[src/rtl/tpsc_pkg.sv]
// Shared types and constants for the two-point sensor calibration core.
// Used by every module of the block; depends on nothing.
package tpsc_pkg;

   localparam int SampleWidth = 24;
   localparam int FullScale   = 10000;
   localparam int QuotWidth   = 14;                    // quotient stays below 2**14
   localparam int DenWidth    = SampleWidth + 1;       // 2*d
   localparam int ProdWidth   = SampleWidth + 15;      // n * 2*FullScale
   localparam int NumCells    = QuotWidth;
   localparam int FrontStages = 3;
   localparam int Latency     = FrontStages + NumCells + 1;
   localparam int AddrWidth   = 4;

   localparam logic [14:0] TwiceScale = 15'(2 * FullScale);

   typedef enum logic [1:0] {
      REG_ZERO_POINT = 2'd0,
      REG_FULL_POINT = 2'd1,
      REG_ENABLE     = 2'd2
   } reg_index_type;

   typedef enum logic [1:0] {
      KIND_RAW  = 2'd0,
      KIND_ZERO = 2'd1,
      KIND_FULL = 2'd2,
      KIND_DIV  = 2'd3
   } kind_type;

   typedef struct packed {
      logic [SampleWidth-1:0] zero_point;
      logic [SampleWidth-1:0] full_point;
      logic                   enable;
   } cfg_type;

   typedef struct packed {
      logic                   valid;
      kind_type               kind;
      logic [SampleWidth-1:0] raw;
      logic [DenWidth-1:0]    rem;
      logic [QuotWidth-1:0]   num_low;
      logic [QuotWidth-1:0]   quot;
      logic [DenWidth-1:0]    den;
   } lane_type;

endpackage

[src/rtl/tpsc_csr.sv]
// Configuration registers behind the APB-style port.
// Depends on tpsc_pkg.
module tpsc_csr (
   input  logic                              clock,
   input  logic                              reset,
   input  logic                              psel,
   input  logic                              penable,
   input  logic                              pwrite,
   input  logic [tpsc_pkg::AddrWidth-1:0]    paddr,
   input  logic [31:0]                       pwdata,
   output logic [31:0]                       prdata,
   output logic                              pready,
   output tpsc_pkg::cfg_type                 cfg
);

   tpsc_pkg::cfg_type cfg_ff, cfg_in;
   tpsc_pkg::reg_index_type idx;
   logic wr_en;

   assign idx    = tpsc_pkg::reg_index_type'(paddr[3:2]);
   assign wr_en  = psel & penable & pwrite;
   assign pready = 1'b1;
   assign cfg    = cfg_ff;

   always_comb begin
      cfg_in = cfg_ff;
      if (wr_en) begin
         case (idx)
            tpsc_pkg::REG_ZERO_POINT: cfg_in.zero_point = pwdata[23:0];
            tpsc_pkg::REG_FULL_POINT: cfg_in.full_point = pwdata[23:0];
            tpsc_pkg::REG_ENABLE:     cfg_in.enable     = pwdata[0];
            default:                  cfg_in = cfg_ff;
         endcase
      end
   end

   always_comb begin
      case (idx)
         tpsc_pkg::REG_ZERO_POINT: prdata = {8'd0, cfg_ff.zero_point};
         tpsc_pkg::REG_FULL_POINT: prdata = {8'd0, cfg_ff.full_point};
         tpsc_pkg::REG_ENABLE:     prdata = {31'd0, cfg_ff.enable};
         default:                  prdata = 32'd0;
      endcase
   end

   always_ff @(posedge clock) begin
      if (reset) begin
         cfg_ff <= '0;
      end else begin
         cfg_ff <= cfg_in;
      end
   end

endmodule

[src/rtl/tpsc_front.sv]
// Front stages: signed differences, clamp classification, scaling multiply and
// dividend setup for the divider cell chain. Depends on tpsc_pkg.
module tpsc_front (
   input  logic                                 clock,
   input  logic                                 reset,
   input  logic                                 accept,
   input  logic [tpsc_pkg::SampleWidth-1:0]     raw_sample,
   input  tpsc_pkg::cfg_type                    cfg,
   output tpsc_pkg::lane_type                   lane
);

   localparam int W = tpsc_pkg::SampleWidth;

   // stage 1: differences, sign of the denominator folded in
   logic                 s1_valid_ff, s1_valid_in;
   logic                 s1_active_ff, s1_active_in;
   logic [W-1:0]         s1_raw_ff;
   logic signed [W+1:0]  s1_n_ff, s1_n_in;
   logic [W-1:0]         s1_d_ff, s1_d_in;

   // stage 2: classification and product
   logic                          s2_valid_ff;
   tpsc_pkg::kind_type            s2_kind_ff, s2_kind_in;
   logic [W-1:0]                  s2_raw_ff;
   logic [tpsc_pkg::ProdWidth-1:0] s2_prod_ff, s2_prod_in;
   logic [W-1:0]                  s2_d_ff;

   // stage 3: dividend and divisor for the cell chain
   tpsc_pkg::lane_type            s3_ff, s3_in;

   logic signed [W+1:0] sz, sf, ss, n_pos, n_neg, d_pos, d_neg;
   logic [tpsc_pkg::ProdWidth-1:0] dividend;

   always_comb begin
      sz = (W+2)'(signed'(cfg.zero_point));
      sf = (W+2)'(signed'(cfg.full_point));
      ss = (W+2)'(signed'(raw_sample));
      n_pos = ss - sz;
      n_neg = sz - ss;
      d_pos = sf - sz;
      d_neg = sz - sf;
      s1_valid_in  = accept;
      s1_active_in = cfg.enable && (cfg.zero_point != cfg.full_point);
      s1_n_in = d_pos[W+1] ? n_neg : n_pos;
      s1_d_in = d_pos[W+1] ? d_neg[W-1:0] : d_pos[W-1:0];
   end

   always_comb begin
      if (!s1_active_ff) begin
         s2_kind_in = tpsc_pkg::KIND_RAW;
      end else if (s1_n_ff <= 0) begin
         s2_kind_in = tpsc_pkg::KIND_ZERO;
      end else if (s1_n_ff >= signed'({2'b00, s1_d_ff})) begin
         s2_kind_in = tpsc_pkg::KIND_FULL;
      end else begin
         s2_kind_in = tpsc_pkg::KIND_DIV;
      end
      s2_prod_in = tpsc_pkg::ProdWidth'(s1_n_ff[W-1:0]) *
                   tpsc_pkg::ProdWidth'(tpsc_pkg::TwiceScale);
   end

   always_comb begin
      dividend        = s2_prod_ff + tpsc_pkg::ProdWidth'(s2_d_ff);
      s3_in.valid     = s2_valid_ff;
      s3_in.kind      = s2_kind_ff;
      s3_in.raw       = s2_raw_ff;
      // quotient fits in QuotWidth bits, so the upper part is already below the divisor
      s3_in.rem       = dividend[tpsc_pkg::ProdWidth-1:tpsc_pkg::QuotWidth];
      s3_in.num_low   = dividend[tpsc_pkg::QuotWidth-1:0];
      s3_in.quot      = '0;
      s3_in.den       = {s2_d_ff, 1'b0};
   end

   always_ff @(posedge clock) begin
      if (reset) begin
         s1_valid_ff <= 1'b0;
         s2_valid_ff <= 1'b0;
         s3_ff.valid <= 1'b0;
      end else begin
         s1_valid_ff <= s1_valid_in;
         s2_valid_ff <= s1_valid_ff;
         s3_ff.valid <= s3_in.valid;
      end
      s1_active_ff  <= s1_active_in;
      s1_raw_ff     <= raw_sample;
      s1_n_ff       <= s1_n_in;
      s1_d_ff       <= s1_d_in;
      s2_kind_ff    <= s2_kind_in;
      s2_raw_ff     <= s1_raw_ff;
      s2_prod_ff    <= s2_prod_in;
      s2_d_ff       <= s1_d_ff;
      s3_ff.kind    <= s3_in.kind;
      s3_ff.raw     <= s3_in.raw;
      s3_ff.rem     <= s3_in.rem;
      s3_ff.num_low <= s3_in.num_low;
      s3_ff.quot    <= s3_in.quot;
      s3_ff.den     <= s3_in.den;
   end

   assign lane = s3_ff;

endmodule

[src/rtl/tpsc_cell.sv]
// One restoring-division cell: produces one quotient bit per transaction and
// hands the lane to the next cell every cycle. Depends on tpsc_pkg.
module tpsc_cell (
   input  logic                clock,
   input  logic                reset,
   input  tpsc_pkg::lane_type  lane_i,
   output tpsc_pkg::lane_type  lane_o
);

   localparam int DW = tpsc_pkg::DenWidth;
   localparam int QW = tpsc_pkg::QuotWidth;

   tpsc_pkg::lane_type lane_ff, lane_in;
   logic [DW:0] trial;
   logic [DW:0] diff;
   logic        ge;

   always_comb begin
      trial = {lane_i.rem, lane_i.num_low[QW-1]};
      diff  = trial - {1'b0, lane_i.den};
      ge    = trial >= {1'b0, lane_i.den};
      lane_in         = lane_i;
      lane_in.rem     = ge ? diff[DW-1:0] : trial[DW-1:0];
      lane_in.num_low = {lane_i.num_low[QW-2:0], 1'b0};
      lane_in.quot    = {lane_i.quot[QW-2:0], ge};
   end

   always_ff @(posedge clock) begin
      if (reset) begin
         lane_ff.valid <= 1'b0;
      end else begin
         lane_ff.valid <= lane_in.valid;
      end
      lane_ff.kind    <= lane_in.kind;
      lane_ff.raw     <= lane_in.raw;
      lane_ff.rem     <= lane_in.rem;
      lane_ff.num_low <= lane_in.num_low;
      lane_ff.quot    <= lane_in.quot;
      lane_ff.den     <= lane_in.den;
   end

   assign lane_o = lane_ff;

endmodule

[src/rtl/two_point_sensor_calibration_core.sv]
// Top level of the two-point sensor calibration core: register port, front
// stages, divider cell chain and result register. Depends on tpsc_pkg and all tpsc_* modules.
//
//   channel   direction  handshake                      payload
//   request   in         start (accepted when !busy)    req_raw_sample
//   response  out        rsp_valid, one-cycle strobe    rsp_out_value, rsp_is_calibrated
//   config    in/out     psel/penable/pwrite, pready=1  paddr, pwdata, prdata
//
// One transaction per cycle; busy is always low. After its request is accepted,
// each result passes through three front stages, one divider cell per
// quotient bit (14), and the result register. Pass-through samples take the
// same path, so order is kept. Reset clears the valid flags and config, emptying the pipe.
// The receiver cannot stall; results are never held.
module two_point_sensor_calibration_core (
   input  logic                                 clock,
   input  logic                                 reset,
   input  logic                                 start,
   output logic                                 busy,
   input  logic [tpsc_pkg::SampleWidth-1:0]     req_raw_sample,
   output logic                                 rsp_valid,
   output logic [tpsc_pkg::SampleWidth-1:0]     rsp_out_value,
   output logic                                 rsp_is_calibrated,
   input  logic                                 psel,
   input  logic                                 penable,
   input  logic                                 pwrite,
   input  logic [tpsc_pkg::AddrWidth-1:0]       paddr,
   input  logic [31:0]                          pwdata,
   output logic [31:0]                          prdata,
   output logic                                 pready
);

   localparam int NC = tpsc_pkg::NumCells;
   localparam int W  = tpsc_pkg::SampleWidth;

   tpsc_pkg::cfg_type  cfg;
   tpsc_pkg::lane_type lanes [NC+1];

   logic         rsp_valid_ff, rsp_valid_in;
   logic [W-1:0] rsp_value_ff, rsp_value_in;
   logic         rsp_cal_ff, rsp_cal_in;

   assign busy = 1'b0;

   tpsc_csr u_csr (
      .clock   (clock),
      .reset   (reset),
      .psel    (psel),
      .penable (penable),
      .pwrite  (pwrite),
      .paddr   (paddr),
      .pwdata  (pwdata),
      .prdata  (prdata),
      .pready  (pready),
      .cfg     (cfg)
   );

   tpsc_front u_front (
      .clock      (clock),
      .reset      (reset),
      .accept     (start & ~busy),
      .raw_sample (req_raw_sample),
      .cfg        (cfg),
      .lane       (lanes[0])
   );

   for (genvar i = 0; i < NC; i++) begin : g_cell
      tpsc_cell u_cell (
         .clock  (clock),
         .reset  (reset),
         .lane_i (lanes[i]),
         .lane_o (lanes[i+1])
      );
   end

   always_comb begin
      rsp_valid_in = lanes[NC].valid;
      rsp_cal_in   = lanes[NC].kind != tpsc_pkg::KIND_RAW;
      case (lanes[NC].kind)
         tpsc_pkg::KIND_RAW:  rsp_value_in = lanes[NC].raw;
         tpsc_pkg::KIND_ZERO: rsp_value_in = '0;
         tpsc_pkg::KIND_FULL: rsp_value_in = W'(tpsc_pkg::FullScale);
         tpsc_pkg::KIND_DIV:  rsp_value_in = W'(lanes[NC].quot);
         default:             rsp_value_in = lanes[NC].raw;
      endcase
   end

   always_ff @(posedge clock) begin
      if (reset) begin
         rsp_valid_ff <= 1'b0;
      end else begin
         rsp_valid_ff <= rsp_valid_in;
      end
      rsp_value_ff <= rsp_value_in;
      rsp_cal_ff   <= rsp_cal_in;
   end

   assign rsp_valid         = rsp_valid_ff;
   assign rsp_out_value     = rsp_value_ff;
   assign rsp_is_calibrated = rsp_cal_ff;

   // every accepted transaction yields a result at the end of the pipeline
   a_latency: assert property (@(posedge clock) disable iff (reset)
      start && !busy |-> ##(tpsc_pkg::Latency) rsp_valid)
      else $error("result missing after accepted transaction");

   // calibrated results never exceed full scale
   a_range: assert property (@(posedge clock) disable iff (reset)
      rsp_valid && rsp_is_calibrated |-> rsp_out_value <= W'(tpsc_pkg::FullScale))
      else $error("calibrated result above full scale");

   // pass-through results carry the sample that entered
   a_passthru: assert property (@(posedge clock) disable iff (reset)
      rsp_valid && !rsp_is_calibrated |->
         rsp_out_value == $past(req_raw_sample, tpsc_pkg::Latency))
      else $error("pass-through value corrupted");

endmodule

[config.mk]
export PLATFORM = sky130hd
export DESIGN_NAME = two_point_sensor_calibration_core
export DESIGN_NICKNAME = d
export VERILOG_FILES = /design/src/rtl/tpsc_pkg.sv /design/src/rtl/tpsc_csr.sv /design/src/rtl/tpsc_front.sv /design/src/rtl/tpsc_cell.sv /design/src/rtl/two_point_sensor_calibration_core.sv
export SDC_FILE = /design/constraint.sdc
export NUM_CORES = 2
export LEC_CHECK = 0
export BUFFER_PORTS_ARGS = -buffer_cell sky130_fd_sc_hd__buf_4
export CAP_MARGIN = 20
export CORE_ASPECT_RATIO = 1.25
export CORE_UTILIZATION = 55
export CTS_CLUSTER_DIAMETER = 60
export DETAILED_ROUTE_END_ITERATION = 6
export HOLD_SLACK_MARGIN = 0.06
export PLACE_DENSITY = 0.71
export RECOVER_POWER = 25
export SLEW_MARGIN = 20
export SYNTH_ARGS = -nofsm -noshare
export SYNTH_HDL_FRONTEND = slang
export SYNTH_SLANG_ARGS = --single-unit
[constraint.sdc]
create_clock -name clock -period 5.98 [get_ports clock]
set_clock_uncertainty 0.2 [all_clocks]
set_input_delay 1.196 -clock clock [delete_from_list [all_inputs] [get_ports clock]]
set_output_delay 1.196 -clock clock [all_outputs]
set_load 0.03 [all_outputs]
==> flow_summary.yaml <==
worst_hold_path:
  worstHoldEndpoint: "u_front.s2_raw_ff[0]"
  hp-class: "reg2reg"
  hold_depth: 0
  hp-start: "u_front.s1_raw_ff[0]"
clocking:
  cts_resized: 0
  cts_tree: "done"
  clk_latency_ns: 0.79
  path_clk_slew_ns: 0.06
  cts_max_level: 4
  cts_buffers: 144
  clockBufferDepth: 3
  clock-sinks: 1472
  cts_root_buf: "clkbuf_16"
  cts_setup_buffers: 0
  ctsHoldBuffers: 0
synthesis:
  synth_edf_count: 0
  yosys_warnings: 0
  netlist.area_leader.share: 0.4818
  postSynth.asyncResetShare: 0
  yosys.area_share.simple: 0.09355
  synth_cell_type_count: 88
  syn_avg_cell_area_um2: 9.999
  synthCells: 6117
  syn_area_mm2: 0.06116
  synth_xor_xnor_area_share: 0.05124
  synth_top_family_by_area: "compound AO/OA/AOI/OAI gates"
  synth_seq_area_share: 0.4818
  synth_seq_cells: 1472
  synth.area.mux_share: 0.03318
  synth_ff_type: "dfxtp_1"
  synth_top_area_cell: "dfxtp_1"
  synth_fa_ha_area_frac: 0.1436
  synth_area_leaders: "dfxtp_1 48%, ha_1 12%, inv_1 4.2%"
  synthTopCellsByCount: "1472 x dfxtp_1, 689 x inv_1, 579 x ha_1, 509 x a21oi_1, 370 x nand2_1"
  yosys.cell_count.top_type: "dfxtp_1"
  synth_compound_area_frac: 0.1438
die:
  die_w_um: 300.3
  start_util: 0.5556
  dieArea_mm2: 0.1126
  core-area_mm2: 0.1101
  core.rowCount: 136
  ioPinCount: 126
  die_y_um: 374.8
sta:
  holdWs_ns: 0.07720
  final-setup-viol-count: 0
  setup_tns_ns: 0
  finalHoldViolCount: 0
  drv_slew: 0
  tightestPinTransition_ns: 1.072
  grt_setup_unrepaired: "false"
  slew_headroom: 0.2843
  fin_crit_sh: 0.9254
  period_needed_ns: 5.534
  fmax_mhz: 180.7
finish:
  fillCellCount: 8949
  drive_above_1_share: 0.08472
  area_delta_synth_final_pct: 12.34
  stdcell_area_mm2: 0.06871
  final_nets: 6978
setup_path:
  end_kind: "register"
  cp_max_fo: 6
  r2r-end: "u_front.s2_prod_ff[38]"
  reg2reg_slack_ns: 0.45
  criticalPathCategory: "reg2reg"
  worstPathArrival_ns: 6.00
  worstRegToRegCells: 20
  r2r-start: "u_front.s1_n_ff[11]"
  cp-start-kind: "register"
  cp_data_required_time_ns: 6.44
global_route:
  grtUsageTotal: 0.2447
  overflow: 0
  antenna_found_initial: 7
  grt_pass1_vias: 42510
  grt_max_degree: 68
  grt_first_pass_wirelength_mm: 218.9
run:
  maxCapViolations: 0
placement:
  gp_congestion: 0.8936
  place_area_mm2: 0.06339
  dp_hpwl_mm: 105.5
  portBuffers: 105
drt:
  dr.pass1.iters: 6
  via_per_inst: 5.328
  wl_per_cell_um: 17.63
  route.detailed.drc: 0
  ant_nets: 0
  wl_mm: 138.3
  drt_iter0_markers: 1993
  num_vias: 41790
run_status:
  status: "finished clean"
==> how the worst max path moves through the flow <==
stage | from | end | depth (start not counted)
2_1_floorplan | u_front.s1_n_ff[8] | u_front.s2_prod_ff[35] | 19
3_3_place_gp | u_front.s1_n_ff[10] | u_front.s2_prod_ff[38] | 20
3_5_place_dp | u_front.s1_n_ff[6] | u_front.s2_prod_ff[35] | 22
4_1_cts | u_front.s1_n_ff[4] | u_front.s2_prod_ff[35] | 22
5_1_grt | u_front.s1_n_ff[4] | u_front.s2_prod_ff[35] | 22
6_report | u_front.s1_n_ff[11] | u_front.s2_prod_ff[38] | 20
==> layout make-up <==
class,instances,area [um2],share of cell area
antenna,21,52.55,0.0007648
clock buffer,189,4013,0.05840
clock inverter,75,1252,0.01823
inverter,690,2590,0.03769
multi-input combinational,3822,28580,0.4159
sequential,1472,29470,0.4289
tap,1449,1813,0.02639
timing repair buffer,126,945.9,0.01377
==> cells by family after synthesis <==
family                   count (synthesis)
XOR/XNOR                               357
multiplexers                           185
AO/OA/AOI/OAI                         1409
adder cells (fa/ha/maj)                656
buffers and inverters                  831
AND/OR/NAND/NOR                       1205
other                                    2
flip-flops                            1472
==> cells in the final DEF (no fill, tap or decap), types with 35 or more instances in the layout <==
master / count
dfxtp_1: 1472
inv_1: 689
ha_1: 579
a21oi_1: 507
nand2_1: 370
nor2_1: 333
o21ai_0: 302
xnor2_1: 220
a21o_1: 185
clkbuf_16: 144
xor2_1: 135
mux2_2: 131
buf_4: 126
nor2b_1: 98
o21a_1: 84
fa_1: 77
nand3_1: 76
nand4_1: 66
nor3_1: 58
mux2i_1: 49
nand2b_1: 47
a211oi_1: 38
o21bai_1: 38
a31oi_1: 35
==> sequential cells by signal, summed over array words and instances (netlist names) <==
name,cells
g_cell.u_cell.lane_o,1152
u_front.lane,85
u_csr.cfg,49
u_front.s2_prod_ff,34
u_front.s1_n_ff,25
rsp_out_value,24
u_front.s1_d_ff,24
u_front.s1_raw_ff,24
u_front.s2_d_ff,24
u_front.s2_raw_ff,24
u_front.s2_kind_ff,2
rsp_is_calibrated,1
rsp_valid,1
u_front.s1_active_ff,1
u_front.s1_valid_ff,1
u_front.s2_valid_ff,1
==> routing by layer <==
layer  up-vias  GRT usage  wire length, um
met4         0     0.1467             8403
met5         -          0                0
met3       367    0.03615             4164
met2       763     0.4658            73880
li1      21070          -                -
met1     19590     0.2484            51860
==> through the flow <==
step,setup slack (ns),utilization,std cells
after CTS,0.4163,0.6236,7823
after global placement,0.5196,0.5758,7559
after detailed placement,0.4649,0.5758,7559
after global routing,0.09456,0.6241,7844
after floorplan,0.9863,-,6125
final,0.4461,0.6241,7844
==> worst max-delay path, stage by stage, from the launching register on <==
cell     delay [ns]
dfxtp_1        0.39
inv_1          0.21
fa_1           0.56
inv_1          0.04
ha_1           0.29
fa_1           0.48
ha_1           0.29
inv_1          0.06
fa_1           0.50
inv_1          0.04
ha_1           0.38
a21oi_1        0.08
o21ai_0        0.24
nor3_1         0.08
o21a_1         0.14
o31ai_1        0.49
nor3_1         0.12
o311a_1        0.42
o21ai_0        0.17
a21oi_1        0.10
xnor2_1        0.13
Power is left out: the tool's default activity adds up to more than one toggle a clock period on the data nets, which glitch-free logic cannot reach.
